===== src/design/htfd_pkg.sv =====
// ---------------------------------------------------------------------------
// htfd_pkg
// Types, constants and the CRC-8 step for the humidity/temperature decoder.
// ---------------------------------------------------------------------------
`timescale 1ns / 1ps

package htfd_pkg;

   // CRC-8, polynomial 0x31, init 0xFF, MSB first, no final xor
   localparam logic [7:0] CRC_INIT = 8'hFF;
   localparam logic [7:0] CRC_POLY = 8'h31;

   // Byte positions inside a reply frame
   localparam logic [2:0] POS_TEMP_MSB = 3'd0;
   localparam logic [2:0] POS_TEMP_LSB = 3'd1;
   localparam logic [2:0] POS_TEMP_CRC = 3'd2;
   localparam logic [2:0] POS_HUM_MSB  = 3'd3;
   localparam logic [2:0] POS_HUM_LSB  = 3'd4;
   localparam logic [2:0] POS_HUM_CRC  = 3'd5;
   localparam logic [2:0] FRAME_LEN    = 3'd6;

   // Scaling constants: value = floor(span * raw / 65535), less TEMP_OFFSET for temperature
   localparam logic [14:0] TEMP_SPAN   = 15'd17500;
   localparam logic [13:0] HUM_SPAN    = 14'd10000;
   localparam logic [14:0] TEMP_OFFSET = 15'd4500;
   localparam logic [16:0] WORD_MAX    = 17'd65535;

   typedef enum logic [1:0] {
      STATUS_OK       = 2'd0,
      STATUS_TEMP_CRC = 2'd1,
      STATUS_HUM_CRC  = 2'd2
   } status_type;

   // One completed frame handed from the byte tracker to the scaler
   typedef struct packed {
      logic [15:0] raw_temperature;
      logic [15:0] raw_humidity;
      status_type  status;
   } frame_type;

   // One byte of CRC-8 (0x31), bitwise MSB first
   function automatic logic [7:0] crc8_step(logic [7:0] crc, logic [7:0] data);
      logic [7:0] c;
      c = crc ^ data;
      for (int i = 0; i < 8; i++) begin
         c = c[7] ? ((c << 1) ^ CRC_POLY) : (c << 1);
      end
      return c;
   endfunction

endpackage


===== src/design/htfd_frame.sv =====
// ---------------------------------------------------------------------------
// htfd_frame
// Tracks the byte position, runs the CRC-8 per word, assembles the raw words
// and registers one frame after the sixth byte.
// ---------------------------------------------------------------------------
`timescale 1ns / 1ps

module htfd_frame (
   input  logic                clock,
   input  logic                reset,
   input  logic                in_valid,
   output logic                in_ready,
   input  logic [7:0]          rx_byte,
   input  logic                frame_start,
   output logic                out_valid,
   input  logic                out_ready,
   output htfd_pkg::frame_type out_frame
);

   logic [2:0]          pos_ff, pos_in;
   logic [7:0]          crc_ff, crc_in;
   logic [15:0]         temp_ff, temp_in;
   logic [15:0]         hum_ff, hum_in;
   logic                bad_ff, bad_in;
   logic                valid_ff, valid_in;
   htfd_pkg::frame_type frame_ff, frame_in;

   logic       accept;
   logic       restart;
   logic       emit;
   logic [2:0] pos_cur;
   logic [7:0] crc_cur;
   logic [7:0] crc_next;

   assign in_ready = !valid_ff || out_ready;
   assign accept   = in_valid && in_ready;

   // Per-byte state update
   always_comb begin
      restart  = frame_start || (pos_ff >= htfd_pkg::FRAME_LEN);
      pos_cur  = restart ? htfd_pkg::POS_TEMP_MSB : pos_ff;
      crc_cur  = restart ? htfd_pkg::CRC_INIT : crc_ff;
      crc_next = htfd_pkg::crc8_step(crc_cur, rx_byte);
      pos_in   = pos_ff;
      crc_in   = crc_ff;
      temp_in  = temp_ff;
      hum_in   = hum_ff;
      bad_in   = bad_ff;
      emit     = 1'b0;
      if (accept) begin
         pos_in = pos_cur + 3'd1;
         case (pos_cur)
            htfd_pkg::POS_TEMP_MSB: begin
               temp_in = {rx_byte, temp_ff[7:0]};
               crc_in  = crc_next;
            end
            htfd_pkg::POS_TEMP_LSB: begin
               temp_in = {temp_ff[15:8], rx_byte};
               crc_in  = crc_next;
            end
            htfd_pkg::POS_TEMP_CRC: begin
               bad_in = (crc_cur != rx_byte);
               crc_in = htfd_pkg::CRC_INIT;
            end
            htfd_pkg::POS_HUM_MSB: begin
               hum_in = {rx_byte, hum_ff[7:0]};
               crc_in = crc_next;
            end
            htfd_pkg::POS_HUM_LSB: begin
               hum_in = {hum_ff[15:8], rx_byte};
               crc_in = crc_next;
            end
            default: begin
               // humidity CRC byte closes the frame
               emit   = 1'b1;
               crc_in = htfd_pkg::CRC_INIT;
               bad_in = 1'b0;
               pos_in = htfd_pkg::POS_TEMP_MSB;
            end
         endcase
      end
   end

   // Completed frame; temperature error wins over humidity error
   always_comb begin
      frame_in.raw_temperature = temp_ff;
      frame_in.raw_humidity    = hum_ff;
      if (bad_ff) begin
         frame_in.status = htfd_pkg::STATUS_TEMP_CRC;
      end else if (crc_cur != rx_byte) begin
         frame_in.status = htfd_pkg::STATUS_HUM_CRC;
      end else begin
         frame_in.status = htfd_pkg::STATUS_OK;
      end
      valid_in = in_ready ? (accept && emit) : valid_ff;
   end

   // Control state
   always_ff @(posedge clock) begin
      if (reset) begin
         pos_ff   <= htfd_pkg::POS_TEMP_MSB;
         crc_ff   <= htfd_pkg::CRC_INIT;
         temp_ff  <= '0;
         hum_ff   <= '0;
         bad_ff   <= 1'b0;
         valid_ff <= 1'b0;
      end else begin
         pos_ff   <= pos_in;
         crc_ff   <= crc_in;
         temp_ff  <= temp_in;
         hum_ff   <= hum_in;
         bad_ff   <= bad_in;
         valid_ff <= valid_in;
      end
   end

   // Frame payload
   always_ff @(posedge clock) begin
      if (accept && emit) begin
         frame_ff <= frame_in;
      end
   end

   assign out_valid = valid_ff;
   assign out_frame = frame_ff;

endmodule


===== src/design/htfd_scale.sv =====
// ---------------------------------------------------------------------------
// htfd_scale
// Converts raw words to hundredths: one constant multiply per field, then a
// divide by 65535 done as high half plus one compare-and-correct.
// ---------------------------------------------------------------------------
`timescale 1ns / 1ps

module htfd_scale (
   input  logic                clock,
   input  logic                reset,
   input  logic                in_valid,
   output logic                in_ready,
   input  htfd_pkg::frame_type in_frame,
   output logic                out_valid,
   input  logic                out_ready,
   output logic signed [14:0]  temperature_centi,
   output logic [13:0]         humidity_centi,
   output logic [15:0]         raw_temperature,
   output logic [15:0]         raw_humidity,
   output logic [1:0]          frame_status
);

   // Product stage
   logic                a_valid_ff;
   logic [30:0]         t_prod_ff, t_prod_in;
   logic [29:0]         h_prod_ff, h_prod_in;
   htfd_pkg::frame_type a_frame_ff;
   logic                a_ready;

   // Result stage
   logic                b_valid_ff, b_valid_in;
   logic                b_ready;
   logic signed [14:0]  temp_ff, temp_in;
   logic [13:0]         hum_ff, hum_in;
   htfd_pkg::frame_type b_frame_ff;

   logic [14:0] t_hi, t_quo;
   logic [15:0] t_lo, h_lo;
   logic [16:0] t_sum, h_sum;
   logic [13:0] h_hi, h_quo;

   assign b_ready  = !b_valid_ff || out_ready;
   assign a_ready  = !a_valid_ff || b_ready;
   assign in_ready = a_ready;

   // Constant multiplies
   assign t_prod_in = 31'(htfd_pkg::TEMP_SPAN) * 31'(in_frame.raw_temperature);
   assign h_prod_in = 30'(htfd_pkg::HUM_SPAN) * 30'(in_frame.raw_humidity);

   // x / 65535 with x = hi*65536 + lo: hi + (hi + lo >= 65535)
   always_comb begin
      t_hi  = t_prod_ff[30:16];
      t_lo  = t_prod_ff[15:0];
      t_sum = 17'(t_hi) + 17'(t_lo);
      t_quo = t_hi + 15'(t_sum >= htfd_pkg::WORD_MAX);
      temp_in = signed'(t_quo - htfd_pkg::TEMP_OFFSET);
      h_hi  = h_prod_ff[29:16];
      h_lo  = h_prod_ff[15:0];
      h_sum = 17'(h_hi) + 17'(h_lo);
      h_quo = h_hi + 14'(h_sum >= htfd_pkg::WORD_MAX);
      hum_in = h_quo;
      b_valid_in = b_ready ? a_valid_ff : b_valid_ff;
   end

   // Valid flags
   always_ff @(posedge clock) begin
      if (reset) begin
         a_valid_ff <= 1'b0;
         b_valid_ff <= 1'b0;
      end else begin
         if (a_ready) begin
            a_valid_ff <= in_valid;
         end
         b_valid_ff <= b_valid_in;
      end
   end

   // Payload registers
   always_ff @(posedge clock) begin
      if (a_ready && in_valid) begin
         t_prod_ff  <= t_prod_in;
         h_prod_ff  <= h_prod_in;
         a_frame_ff <= in_frame;
      end
      if (b_ready && a_valid_ff) begin
         temp_ff    <= temp_in;
         hum_ff     <= hum_in;
         b_frame_ff <= a_frame_ff;
      end
   end

   assign out_valid         = b_valid_ff;
   assign temperature_centi = temp_ff;
   assign humidity_centi    = hum_ff;
   assign raw_temperature   = b_frame_ff.raw_temperature;
   assign raw_humidity      = b_frame_ff.raw_humidity;
   assign frame_status      = b_frame_ff.status;

endmodule


===== src/design/humidity_temp_frame_decode.sv =====
// ---------------------------------------------------------------------------
// humidity_temp_frame_decode
// Decodes a six-byte humidity/temperature sensor reply with CRC-8 checks and
// scales both words to hundredths.
//
//   channel | direction | transaction
//   req_    | in        | one reply byte plus frame start flag
//   rsp_    | out       | scaled and raw values plus status, once per frame
//
// One byte is accepted every cycle while req_ready is high; CRC and position
// update in one pass. After the sixth byte the result passes through the
// frame register, the product register and the result register.
// Reset (synchronous) clears the position, CRC and all valid flags.
// A stalled rsp_ side backs up through the three registers before req_ready
// drops; with rsp_valid low, req_ready is always high.
// ---------------------------------------------------------------------------
`timescale 1ns / 1ps

module humidity_temp_frame_decode (
   input  logic               clock,
   input  logic               reset,
   input  logic               req_valid,
   output logic               req_ready,
   input  logic [7:0]         req_rx_byte,
   input  logic               req_frame_start,
   output logic               rsp_valid,
   input  logic               rsp_ready,
   output logic signed [14:0] rsp_temperature_centi,
   output logic [13:0]        rsp_humidity_centi,
   output logic [15:0]        rsp_raw_temperature,
   output logic [15:0]        rsp_raw_humidity,
   output logic [1:0]         rsp_frame_status
);

   logic                frame_valid;
   logic                frame_ready;
   htfd_pkg::frame_type frame;

   // Byte tracking and CRC
   htfd_frame u_frame (
      .clock       (clock),
      .reset       (reset),
      .in_valid    (req_valid),
      .in_ready    (req_ready),
      .rx_byte     (req_rx_byte),
      .frame_start (req_frame_start),
      .out_valid   (frame_valid),
      .out_ready   (frame_ready),
      .out_frame   (frame)
   );

   // Scaling to hundredths
   htfd_scale u_scale (
      .clock             (clock),
      .reset             (reset),
      .in_valid          (frame_valid),
      .in_ready          (frame_ready),
      .in_frame          (frame),
      .out_valid         (rsp_valid),
      .out_ready         (rsp_ready),
      .temperature_centi (rsp_temperature_centi),
      .humidity_centi    (rsp_humidity_centi),
      .raw_temperature   (rsp_raw_temperature),
      .raw_humidity      (rsp_raw_humidity),
      .frame_status      (rsp_frame_status)
   );

endmodule


===== config.mk =====
export PLATFORM = sky130hd
export DESIGN_NAME = humidity_temp_frame_decode
export DESIGN_NICKNAME = d
export VERILOG_FILES = /design/src/design/htfd_pkg.sv /design/src/design/htfd_frame.sv /design/src/design/htfd_scale.sv /design/src/design/humidity_temp_frame_decode.sv
export SDC_FILE = /design/constraint.sdc
export NUM_CORES = 1
export LEC_CHECK = 0
export ABC_AREA = 0
export BUFFER_PORTS_ARGS = -buffer_cell sky130_fd_sc_hd__clkbuf_2
export CAP_MARGIN = 10
export CELL_PAD_IN_SITES_DETAIL_PLACEMENT = 1
export CELL_PAD_IN_SITES_GLOBAL_PLACEMENT = 1
export CORE_MARGIN = 2
export CORE_UTILIZATION = 46
export DETAILED_ROUTE_END_ITERATION = 16
export PLACE_DENSITY_LB_ADDON = 0.08
export SLEW_MARGIN = 5
export SYNTH_ARGS = -nofsm -noshare
export SYNTH_HDL_FRONTEND = slang
export SYNTH_SLANG_ARGS = --single-unit

===== constraint.sdc =====
create_clock -name clock -period 8.5 [get_ports clock]
set_input_delay 1.7 -clock clock [delete_from_list [all_inputs] [get_ports clock]]
set_output_delay 1.7 -clock clock [all_outputs]
set_load 0.05 [all_outputs]

# == Yosys cells after proc, flatten, opt, wreduce, memory -nomap -nowiden ==
# Cells that the tools add are included.
# word_totals
register_bits,233
# classes
addsub,6
n_mul,2
order_cmp,3
eq_ne,5
mux,18
bitwise,14
n_reduce_logical,19
# op_table
op,count
16-bit case mux with 2 select lines,2
6-bit two-way mux,8
17-bit by 16-bit >= comparator with 1-bit output (second input constant),2
13-bit by 16-bit multiplier with 29-bit output (first input constant),1
10-bit by 16-bit multiplier with 26-bit output (first input constant),1
3-bit inverter,8
14-bit by 16-bit adder with 17-bit output,1
15-bit by 16-bit adder with 17-bit output,1
8-bit two-way mux,2
15-bit by 1-bit adder with 15-bit output,1
15-bit by 13-bit subtractor with 15-bit output (second input constant),1
14-bit by 1-bit adder with 14-bit output,1
3-bit AND reduction,4
8-bit inequality test,1
8-bit bitwise XOR,1
3-bit by 2-bit equality test with 1-bit output (second input constant),2
3-bit two-way mux,2
1-bit inverter,5
5-bit OR reduction,1
1-bit logical AND,4
1-bit logical OR,4
4-bit OR reduction,1
3-bit by 1-bit adder with 3-bit output (second input constant),1
3-bit by 1-bit equality test with 1-bit output (second input constant),1
8 further kinds,11

# == Logic depth before layout (Yosys ltp) ==
# Gate-level depths: netlist of the first run.
# logic_depth
word_depth,21
mapped_depth,20
depth_no_buf,20

# == By module ==
# A second synthesis of the first run with hierarchy kept.
# unflattened
cells_unflattened,1291
area_unflattened_um2,15102.0
# modules_own_cells
mod,instances,cells_per_inst,area_per_inst_um2,seq_area_each_um2
htfd_scale,1,1039,11937.7,4454.3
htfd_frame,1,252,3164.3,1921.8

# == Worst setup path after synthesis of the first run ==
# Ideal clock, no wire load.
# synth_timing
kind,input port to flip-flop
start,input rsp_ready
end,"register u_scale.a_frame_ff[0] in the netlist's numbering, enable pin"
arrival_time_ns,7.880
t_required_ns,7.845
setup_slack_ns,-0.034
cell_stages,2
path_buffers,0
path_cell_list,nor2b_1 > a21boi_0
# synth_via
elab_chain_cells,3
# synth_lines
item,line,rtl
start: declaration,humidity_temp_frame_decode.sv:27,"input logic rsp_ready,"
1-bit logical OR,htfd_scale.sv:42,assign b_ready = !b_valid_ff || out_ready;
1-bit logical OR,htfd_scale.sv:43,assign a_ready = !a_valid_ff || b_ready;
1-bit logical AND,htfd_scale.sv:80,if (a_ready && in_valid) begin
end signal: assignment,htfd_scale.sv:83,a_frame_ff <= in_frame;
end: declaration,htfd_scale.sv:27,htfd_pkg::frame_type a_frame_ff;
# No other way between the ends.
# A chain may end at the register's enable or synchronous reset.

# == Worst setup path in the final report of the first run ==
# layout_timing
start,"register u_frame.frame_ff, in the netlist u_frame.out_frame[28]"
end,register u_scale.t_prod_ff[29] (data pin)
# layout_via
elab_chain_cells,1
# layout_lines
item,line,rtl
start: declaration,htfd_frame.sv:26,"htfd_pkg::frame_type frame_ff, frame_in;"
start signal: assignment,htfd_frame.sv:120,frame_ff <= frame_in;
13-bit by 16-bit multiplier with 29-bit output,htfd_scale.sv:47,assign t_prod_in = 31'(htfd_pkg::TEMP_SPAN) * 31'(in_frame.raw_temperature);
net u_scale.t_prod_in[29],htfd_scale.sv:25,"logic [30:0] t_prod_ff, t_prod_in;"
end signal: assignment,htfd_scale.sv:81,t_prod_ff <= t_prod_in;
end: declaration,htfd_scale.sv:25,
# The timed path passes the listed nets, and every way through them passes these cells.

==> results of run 1 <==
-- final timing paths --
path                                                        from                                  to
worst min register to register  u_scale.a_frame_ff[13]$_DFFE_PP_  u_scale.raw_humidity[11]$_DFFE_PP_
worst max register to register   u_frame.out_frame[28]$_DFFE_PP_     u_scale.t_prod_ff[29]$_DFFE_PP_
worst max-delay path             u_frame.out_frame[28]$_DFFE_PP_     u_scale.t_prod_ff[29]$_DFFE_PP_
worst min-delay path            u_scale.a_frame_ff[13]$_DFFE_PP_  u_scale.raw_humidity[11]$_DFFE_PP_
-- cells in the final DEF (no fill, tap or decap), types with 11 or more instances in the layout --
| cell type | count |
|---|---|
| fa_1 | 82 |
| a21oi_1 | 48 |
| mux2i_1 | 34 |
| nand3_1 | 20 |
| ha_1 | 200 |
| xnor2_1 | 64 |
| clkbuf_2 | 77 |
| and3_1 | 12 |
| nor2_1 | 76 |
| inv_1 | 217 |
| a211oi_1 | 11 |
| o211ai_1 | 12 |
| xor2_1 | 33 |
| nand2_1 | 44 |
| clkbuf_16 | 29 |
| dfxtp_1 | 47 |
| nor3_1 | 17 |
| edfxtp_1 | 181 |
| o21ai_0 | 29 |
| a21o_1 | 15 |
-- cell type report --
cell class	instances	area (sq um)
fill	3313	15000
clock buffer	43	848
timing repair buffer	79	400
sequential	228	6380
tap	402	503
multi-input combinational	793	7470
inverter	217	815
clock inverter	7	91.3
-- critical path: cells and delay by family (launching register included) --
family | cells | cell delay, ps
xor gates and xnor gates | 1 | 150
and+or+nand+nor | 2 | 440
AOI/OAI and AO/OA | 5 | 1160
buffers and inverters | 2 | 90
adders and majority gates | 6 | 2510
DFF | 1 | 550
-- power by group --
group | switching [mW] | total (mW) | internal [mW]
logic | 1.36 | 2.33 | 0.971
registers | 0.0662 | 1.48 | 1.41
clock network | 0.459 | 1.20 | 0.742
total | 1.89 | 5.01 | 3.12
-- flip-flops by register name, summed over array words and instances (netlist names) --
register and count:
u_scale.raw_temperature 16, u_frame.crc_ff 8, u_frame.bad_ff 1, u_scale.out_valid 1, u_frame.hum_ff 16, u_scale.t_prod_ff 28, u_scale.temperature_centi 15, u_scale.frame_status 2
u_scale.a_valid_ff 1, u_scale.raw_humidity 16, u_frame.temp_ff 16, u_frame.out_valid 1, u_frame.out_frame 34, u_scale.h_prod_ff 22, u_frame.pos_ff 3, u_scale.a_frame_ff 34
u_scale.humidity_centi 14
-- per-layer routing --
| metal | vias to the layer above | part of all wire (%) | wire, um |
|---|---|---|---|
| li1 | 4495 | - | - |
| met1 | 4471 | 49 | 15500 |
| met2 | 118 | 46 | 14400 |
| met3 | 28 | 3.3 | 1040 |
| met4 | 0 | 1.5 | 474 |
| met5 | - | 0 | 0 |
-- logic make-up after synthesis --
family,Yosys count
AOI/OAI and AO/OA,165
xor gates and xnor gates,97
adders and majority gates,283
buffers and inverters,231
DFF,228
muxes,34
and+or+nand+nor,214
-- through the flow --
| step | hold slack (ps) | setup WS [ps] |
|---|---|---|
| after global placement | 402 | 3480 |
| after global routing | 426 | 3050 |
| after detailed placement | 406 | 3340 |
| final | 419 | 3360 |
| after floorplan | 400 | 2190 |
| after CTS | 421 | 3340 |
==> metrics, run 1 <==
maxcap violations=0; Final Setup Violations=0; Setup Fix Bufs, Post-CTS=0; Worst VDD drop=0.000161 V; Post-synth ARST share=0%; share of layout cells above drive strength 1=9.95%; setup TNS=0 ps; HPWL after DPL=24300 um; first-pass GRT wire length=51200 um; arrival time at the worst endpoint=5440 ps; H-tree depth=1; crit path time final=5140 ps; clock slew at reported path FFs=60 ps; wire per inst=17.7 um; slowest CP cell=edfxtp_1; number of synthesis warnings=0; syn nets=1547; Initial DRT Pass Iterations=4; Hold Crit Class=flip-flop to flip-flop; largest net degree at the start of global routing=69; DR iter-0 viols=319; mean post-synth cell area=11.7 sq um; area post-placement=15600 sq um; Area Overhead vs Synth=12.3%; nets=1641; full die area=33400 sq um; Std-Cell Rows=65; simple-gate portion of the synthesized area=6.89%; sequential-to-total area share from yosys stat=43.4%; core outline area=31500 sq um; Routed WL=31400 um; actual slew at the worst max-slew pin=1100 ps; Final Max Slew Viols=0; vias in the first global route=9501; gpl congestion=0.864; Compound-Gate Fraction of Synth Area=7.42%; GRT busiest layer=met2; kind of end point of the critical path=flip-flop; worst-path maximum fanout=7; grt met2 use=31.8%; fin cells=1769; status=finished clean; Yosys reg bits=228; drt drc=0; mapped cell area=14700 sq um; Root Buffer=clkbuf_16; post-CTS resize count=0; crit path kind=flip-flop to flip-flop; top cell type's share of synthesized area=37.0%; Slew HR=26.6%; DR vias=9112; Post-Synthesis Cells=1252; largest family of logic cells by synthesized area=adder cells; adder-cell area share of the yosys netlist=28.3%; GRT Total Usage=19.5%; met3 Use GR=2.62%; final setup skew=13.9 ps; XOR/XNOR Fraction of Synth Area=5.78%; Synth area leaders=edfxtp_1 (37%), ha_1 (17%), fa_1 (11%); synth cell count leaders=inv_1 (217), ha_1 (200), edfxtp_1 (181); count of hold buffers inserted by post-cts repair=0; CP required=8800 ps; PD cells=304 nW/um^2; Reg2Reg Setup Slack=3360 ps; Finished Cell Area=16500 sq um; prevailing post-synth register cell=edfxtp_1; RSZ-0062 raised after global routing=false; Clk Latency, worst-skew pair=550 ps; Static Leak=7.50 nW; grt ovf=0; multiplexer share of the synthesized area=2.32%; initial antenna violation count=0; Cells after DPL=1719; die height=183 um; Buffers on Ports=77; library cells used by synthesis=58; R2R depth=16; Initial Utilization=46.7%; hold path cells=0; Die X=183 um; I/O pin count=78; Layout Utilization=52.5%; fmax=194 MHz; CTS tree=yes; Slowest Stage Delay on Critical Path=550 ps; nature of the critical path startpoint=flip-flop; Routed Antenna Nets=0; clock tree buffer depth=3; Antenna diodes=0; met1 usage=28.0%; post-synth top area cell=edfxtp_1; via-per-instance ratio=5.15; most common cell in the synthesized netlist=inv_1; final total power=5.01 mW; fin crit share=60.5%; Final Hold Vio Count=0; CTS Buf Count=27; worst path cell trace=ha_1 > inv_1 > fa_1 > inv_1 > ha_1 > fa_1 > fa_1 > ha_1 > and3_1 > and3_1 > a21oi_1 > a21oi_1 > a41o_1 > a2111oi_0 > o21bai_1 > xor2_1; Post-synth EDFFs=181; Sink Count=228
(Power assumes the default switching activity.)
==> inputs of run 2 (changes only) <==
Settings changed: ABC_AREA 0 to 1, CORE_UTILIZATION 46 to 50.
Clock period 8.5 ns to 5.2 ns, I/O delays scaled along.
==> run 2 against run 1 <==
  * Fmax is 10% higher
  * Highest routed layer unchanged
  * Clock-buffer cell count decreased by 7
  * Design area increased by 4.0%
  * Critical path type unchanged
  * First-iteration DRC count up 54%
  * Synthesized cell count rose by 25%
  * Largest cell class unchanged
  * Via count up 20%
  * Non-clock buffer count unchanged
  * Wire length increased by 20%
  * Power grew 17%
  * Critical endpoint is now u_scale.t_prod_ff[23]$_DFFE_PP_
  * Clock power increased by 48%
  * Critical path depth up 1
==> metrics, run 2 <==
fin crit share=89.8% (+29 points); Slew HR=22.1% (-4.5 points); grt met2 use=40.5% (+8.7 points); crit path kind=flip-flop to flip-flop; Final Max Slew Viols=0 (unchanged); Post-synth EDFFs=181 (unchanged); final hold slack=413 ps (-6.00 ps); Final Setup Violations=0 (unchanged); syn nets=1864 (+20%); commonest non-fill, non-tap cell in the layout=inv_1; first-pass GRT wire length=61400 um (+20%); PnR worst setup slack=530 ps (-2830 ps); post-synth top area cell=edfxtp_1; Cells after DPL=2034 (+18%); count of hold buffers inserted by post-cts repair=0 (unchanged); CTS Buf Count=27 (unchanged); nature of the critical path startpoint=flip-flop; Layout Utilization=56.1% (+3.7 points); core outline area=30600 sq um (-2.8%); Hold Crit Class=flip-flop to flip-flop; setup TNS=0 ps (unchanged); Area Overhead vs Synth=10.8%; post-CTS resize count=0 (unchanged); drt drc=0 (unchanged); initial antenna violation count=0 (unchanged); PD cells=341 nW/um^2 (+12%); Initial DRT Pass Iterations=5 (+1); mapped cell area=15500 sq um (+5.4%); number of synthesis warnings=0 (unchanged); GRT Total Usage=23.5% (+4.0 points); final total power=5.86 mW (+17%); cell family with most CP delay=adder cells; fmax=214 MHz (+10%); arrival time at the worst endpoint=4970 ps (-470 ps); library cells used by synthesis=41 (-29%); gpl congestion=0.876 (+1.4%); filler cell count=3445 (+4.0%); Post-synth ARST share=0% (unchanged); grt ovf=0 (unchanged); full die area=32400 sq um (-2.9%); DR iter-0 viols=492 (+54%); CP required=5500 ps (-3300 ps); kind of end point of the critical path=flip-flop; met3 Use GR=2.08% (-0.54 points); maxcap violations=0 (unchanged); Setup Fix Bufs, Post-CTS=0 (unchanged); CTS tree=yes; status=finished clean; hold path cells=0 (unchanged); Sink Count=228 (unchanged); most frequent cells in the layout=inv_1 (315), nand2_1 (235), ha_1 (200); Critical Path Source=u_frame.out_frame[29]$_DFFE_PP_; die height=180 um (-1.5%); met1 usage=32.3% (+4.3 points); Yosys reg bits=228 (unchanged); fin cells=2084 (+18%); worst-path maximum fanout=7 (unchanged); share of layout cells above drive strength 1=8.53% (-1.4 points); sequential-to-total area share from yosys stat=41.1% (-2.2 points); Routed Antenna Nets=0 (unchanged); actual slew at the worst max-slew pin=1170 ps (+67.7 ps); CP Buf/Inv Count=2 (unchanged); RSZ-0062 raised after global routing=false; I/O pin count=78 (unchanged); worst path cell trace=ha_1 > inv_1 > fa_1 > inv_1 > ha_1 > fa_1 > fa_1 > ha_1 > a21oi_1 > a21boi_0 > o21ai_0 > nand2_1 > nand2_1 > nand2_1 > nand2_1 > nand2_1 > nand2_1; Reg2Reg Setup Slack=530 ps (-2830 ps); HPWL after DPL=29600 um (+22%); Std-Cell Rows=64 (-1.5%); Slowest Stage Delay on Critical Path=570 ps (+20 ps); R2R Path End=u_scale.t_prod_ff[23]$_DFFE_PP_; via-per-instance ratio=5.26 (+2.2%); Clk Latency, worst-skew pair=550 ps (about the same); Synth area leaders=edfxtp_1 (35%), ha_1 (16%), fa_1 (11%); critical path depth=17 (+1); wire per inst=18.1 um (+1.9%); Most Frequent Cell on Critical Path=nand2_1; area post-placement=16300 sq um (+5.0%); prevailing post-synth register cell=edfxtp_1; Worst VDD drop=0.000240 V (+49%); Initial Utilization=50.7% (+4.0 points); Post-Synthesis Cells=1569 (+25%); nets=1962 (+20%); Antenna diodes=0 (unchanged); largest net degree at the start of global routing=60 (-13%); most common cell in the synthesized netlist=inv_1; top cell type's share of synthesized area=35.1% (-1.9 points); Finished Cell Area=17200 sq um (+4.0%); Static Leak=8.13 nW (+8.4%); synth cell count leaders=inv_1 (316), nand2_1 (235), ha_1 (200); Die X=180 um (-1.5%); mean post-synth cell area=9.88 sq um (-16%); GRT busiest layer=met2; Buffers on Ports=77 (unchanged); H-tree depth=1 (unchanged); Worst Setup EP=u_scale.t_prod_ff[23]$_DFFE_PP_; reg-to-reg startpoint=u_frame.out_frame[29]$_DFFE_PP_; clock tree buffer depth=3 (unchanged); final setup skew=14.8 ps (+0.882 ps); vias in the first global route=11600 (+22%); pre-CTS WS=514 ps (-2830 ps); Final Hold Vio Count=0 (unchanged); Root Buffer=clkbuf_16; crit path time final=4670 ps (-474 ps); DR vias=11000 (+20%); clock slew at reported path FFs=60 ps (about the same); slowest CP cell=edfxtp_1; Routed WL=37600 um (+20%); R2R depth=17 (+1)
==> run 2: layer usage <==
layer | part of all wire [%] | up-vias
met5 | 0 | -
met4 | 2.3 | 0
met3 | 2.7 | 52
met2 | 48 | 158
met1 | 47 | 5375
li1 | - | 5385
==> run 2: area by class of cell <==
cell class	instances	area [sq um]	area share, %
inverter	323	1210	7.07
sequential	228	6380	37.1
timing repair buffer	79	400	2.33
clock buffer	36	739	4.31
clock inverter	14	82.6	0.481
multi-input combinational	1008	7860	45.8
tap	396	495	2.89
==> run 2: how the worst min path moves through the flow <==
stage,start,to,slack (ps)
after global routing,u_scale.a_frame_ff[16]$_DFFE_PP_,u_scale.raw_humidity[14]$_DFFE_PP_,420
final,u_scale.a_frame_ff[33]$_DFFE_PP_,u_scale.raw_temperature[15]$_DFFE_PP_,410
after global placement,u_scale.a_frame_ff[15]$_DFFE_PP_,u_scale.raw_humidity[13]$_DFFE_PP_,400
after detailed placement,u_scale.a_frame_ff[13]$_DFFE_PP_,u_scale.raw_humidity[11]$_DFFE_PP_,410
after CTS,u_scale.a_frame_ff[33]$_DFFE_PP_,u_scale.raw_temperature[15]$_DFFE_PP_,410
after floorplan,u_frame.out_frame[0]$_SDFFCE_PP1P_,u_scale.a_frame_ff[0]$_DFFE_PP_,400
==> run 2: kinds of logic after synthesis <==
kind of cell    synth area share, %
compound gates                 7.31
xor+xnor                       4.13
fa+ha+maj                      26.7
buf+inv                        8.21
flops                          41.1
simple gates                   12.5
==> run 2: power breakdown <==
| part | internal (mW) | total [mW] | switching, mW |
|---|---|---|---|
| combinational | 0.693 | 1.94 | 1.25 |
| clock | 1.00 | 1.77 | 0.767 |
| sequential | 2.11 | 2.15 | 0.0398 |
==> inputs of run 3 (changes only) <==
--- a/config.mk
+++ b/config.mk
@@ -7,3 +7,2 @@
 export LEC_CHECK = 0
-export ABC_AREA = 1
 export BUFFER_PORTS_ARGS = -buffer_cell sky130_fd_sc_hd__clkbuf_2
@@ -13,3 +12,3 @@
 export CORE_MARGIN = 2
-export CORE_UTILIZATION = 50
+export CORE_UTILIZATION = 51
 export DETAILED_ROUTE_END_ITERATION = 16
--- a/constraint.sdc
+++ b/constraint.sdc
@@ -3,2 +3,2 @@
 set_output_delay 1.04 -clock clock [all_outputs]
-set_load 0.05 [all_outputs]
+set_load 0.1 [all_outputs]
==> run 3 against run 2 <==
  * Via count fell by 15%
  * Fmax fell by 5.4%
  * Cell count down 15%
  * Sequential power rose by 12%
  * Clock skew about the same
  * Non-clock buffer count rose by 26
  * Register-to-register slack got worse by 270 ps
  * Die area decreased by 6.9%
  * Critical endpoint is now u_scale.t_prod_ff[30]$_DFFE_PP_
==> metrics, run 3 (synthesized netlist as in run 1, its figures left out) <==
nets=1666 (-15%); DR iter-0 viols=377 (-23%); clock slew at reported path FFs=60 ps (about the same); arrival time at the worst endpoint=5210 ps (+240 ps); commonest non-fill, non-tap cell in the layout=inv_1; kind of end point of the critical path=flip-flop; count of hold buffers inserted by post-cts repair=0 (unchanged); nature of the critical path startpoint=flip-flop; RSZ-0062 raised after global routing=true; Routed Antenna Nets=0 (unchanged); Static Leak=7.59 nW (-6.7%); CP required=5480 ps (-20 ps); Buffers on Ports=77 (unchanged); status=finished clean; Final Max Slew Viols=0 (unchanged); slowest CP cell=fa_1; Antenna diodes=0 (unchanged); full die area=30200 sq um (-6.9%); vias in the first global route=9932 (-14%); filler cell count=3024 (-12%); I/O pin count=78 (unchanged); H-tree depth=1 (unchanged); multi-input gate area in the final layout=7480 sq um (-4.8%); final setup skew=14.5 ps (-0.322 ps); final hold slack=418 ps (+4.73 ps); Root Buffer=clkbuf_16; fin crit share=94.9% (+5.1 points); Slew HR=23.8% (+1.7 points); die height=174 um (-3.5%); first-pass GRT wire length=52600 um (-14%); DR vias=9326 (-15%); Routed WL=31900 um (-15%); CTS tree=yes; clock tree buffer depth=3 (unchanged); Initial DRT Pass Iterations=4 (-1); worst-path maximum fanout=5 (-2); actual slew at the worst max-slew pin=1140 ps (-25.9 ps); worst path cell trace=ha_1 > fa_1 > ha_1 > ha_1 > inv_1 > fa_1 > inv_1 > fa_1 > a21oi_1 > o211ai_1 > a41oi_1 > nand2_1 > a31oi_1 > o311ai_0 > a31o_2 > a31o_2; Worst VDD drop=0.000255 V (+6.6%); share of layout cells above drive strength 1=11.6% (+3.1 points); Std-Cell Rows=62 (-3.1%); Sink Count=228 (unchanged); initial antenna violation count=0 (unchanged); Reg2Reg Setup Slack=270 ps (-270 ps); Clk Latency, worst-skew pair=530 ps (-20 ps); largest net degree at the start of global routing=85 (+42%); Reg area=6380 sq um (unchanged); crit path kind=flip-flop to flip-flop; gpl congestion=0.847 (-3.2%); Final Setup Violations=0 (unchanged); CTS Buf Count=26 (-3.7%); HPWL after DPL=24500 um (-17%); GRT Total Usage=21.8% (-1.7 points); via-per-instance ratio=5.25 (-0.19%); Die X=174 um (-3.5%); Hold Crit Class=flip-flop to flip-flop; grt ovf=0 (unchanged); crit path time final=4930 ps (+265 ps); core outline area=28500 sq um (-6.7%); most frequent cells in the layout=inv_1 (217), ha_1 (200), edfxtp_1 (181); drt drc=0 (unchanged); Initial Utilization=51.5% (+0.82 points); wire per inst=18.0 um (-0.41%); PD cells=492 nW/um^2 (+44%); fmax=203 MHz (-5.4%); Area Overhead vs Synth=13.1%; setup TNS=0 ps (unchanged); Slowest Stage Delay on Critical Path=530 ps (-40 ps); Final Hold Vio Count=0 (unchanged); maxcap violations=0 (unchanged)
## run 3: changes by cell type in the layout (fill, tap and decap cells not counted), sizes merged, moves of 34 or more
| cell | before | now |
|---|---|---|
| mux2i | 0 | 34 |
| a21oi | 103 | 48 |
| xnor2 | 12 | 64 |
| nand2 | 241 | 44 |
| o21ai | 78 | 29 |
| inv | 325 | 217 |
| nand3 | 73 | 20 |
## run 3: per-stage QoR
| stage | area (sq um) | setup slack (ps) | utilization [%] | power (mW) | cells |
|---|---|---|---|---|---|
| 3_5_place_dp | 15600 | 113 | 54.8 | 6.33 | 1713 |
| 5_1_grt | 16600 | 0.999 | 58.2 | 8.86 | 1775 |
| 3_3_place_gp | 15600 | 310 | 54.8 | 6.18 | 1713 |
| 4_1_cts | 16500 | 112 | 57.8 | 8.26 | 1761 |
| 2_1_floorplan | 14700 | 433 | - | 5.34 | 1252 |
| 6_report | 16600 | 265 | 58.2 | 8.18 | 1775 |
## run 3: worst max-delay path: cells and delay by family, from the launching register on
kind | cells | cell delay, ps
adder cells (fa/ha/maj) | 6 | 2380
AO/OA/AOI/OAI | 7 | 1540
flip-flops | 1 | 510
AND/OR/NAND/NOR | 1 | 130
buffers and inverters | 2 | 120
## run 3: path summary, 6_finish.rpt
path                                                     endpoint  cells after the start                             from
worst max register to register    u_scale.t_prod_ff[30]$_DFFE_PP_                     16  u_frame.out_frame[22]$_DFFE_PP_
worst min-delay path            u_scale.frame_status[0]$_DFFE_PP_                      0  u_scale.a_frame_ff[0]$_DFFE_PP_
worst min register to register  u_scale.frame_status[0]$_DFFE_PP_                      0  u_scale.a_frame_ff[0]$_DFFE_PP_
worst max-delay path              u_scale.t_prod_ff[30]$_DFFE_PP_                     16  u_frame.out_frame[22]$_DFFE_PP_
## run 3: layer usage
layer	track usage [%]	wire length, um
met1	31.0	15400
met4	4.41	566
met2	36.3	15100
met3	2.48	861
met5	0	0
## run 3: power by group
part | leakage [nW] | switching [mW] | internal, mW | total (mW)
Sequential | 2.01 | 0.0993 | 2.31 | 2.41
Combinational | 5.16 | 2.32 | 1.62 | 3.94
Clock | 0.424 | 0.737 | 1.10 | 1.83
Total | 7.59 | 3.15 | 5.03 | 8.18
## run 3: area by class of cell
cell class	instances	area share (%)
well taps	384	2.89
clock inverters	17	1.06
repair buffers	105	3.66
clock buffers	31	4.15
flip-flops and latches	228	38.4
inverters	217	4.90
multi-input cells	793	45.0
## run 3: what timing repair did
item                                    CTS  global route
hold endpoints to repair                  0             0
resized for setup                         0             4
setup buffers                             0            14
endpoints found under the setup margin    0             7
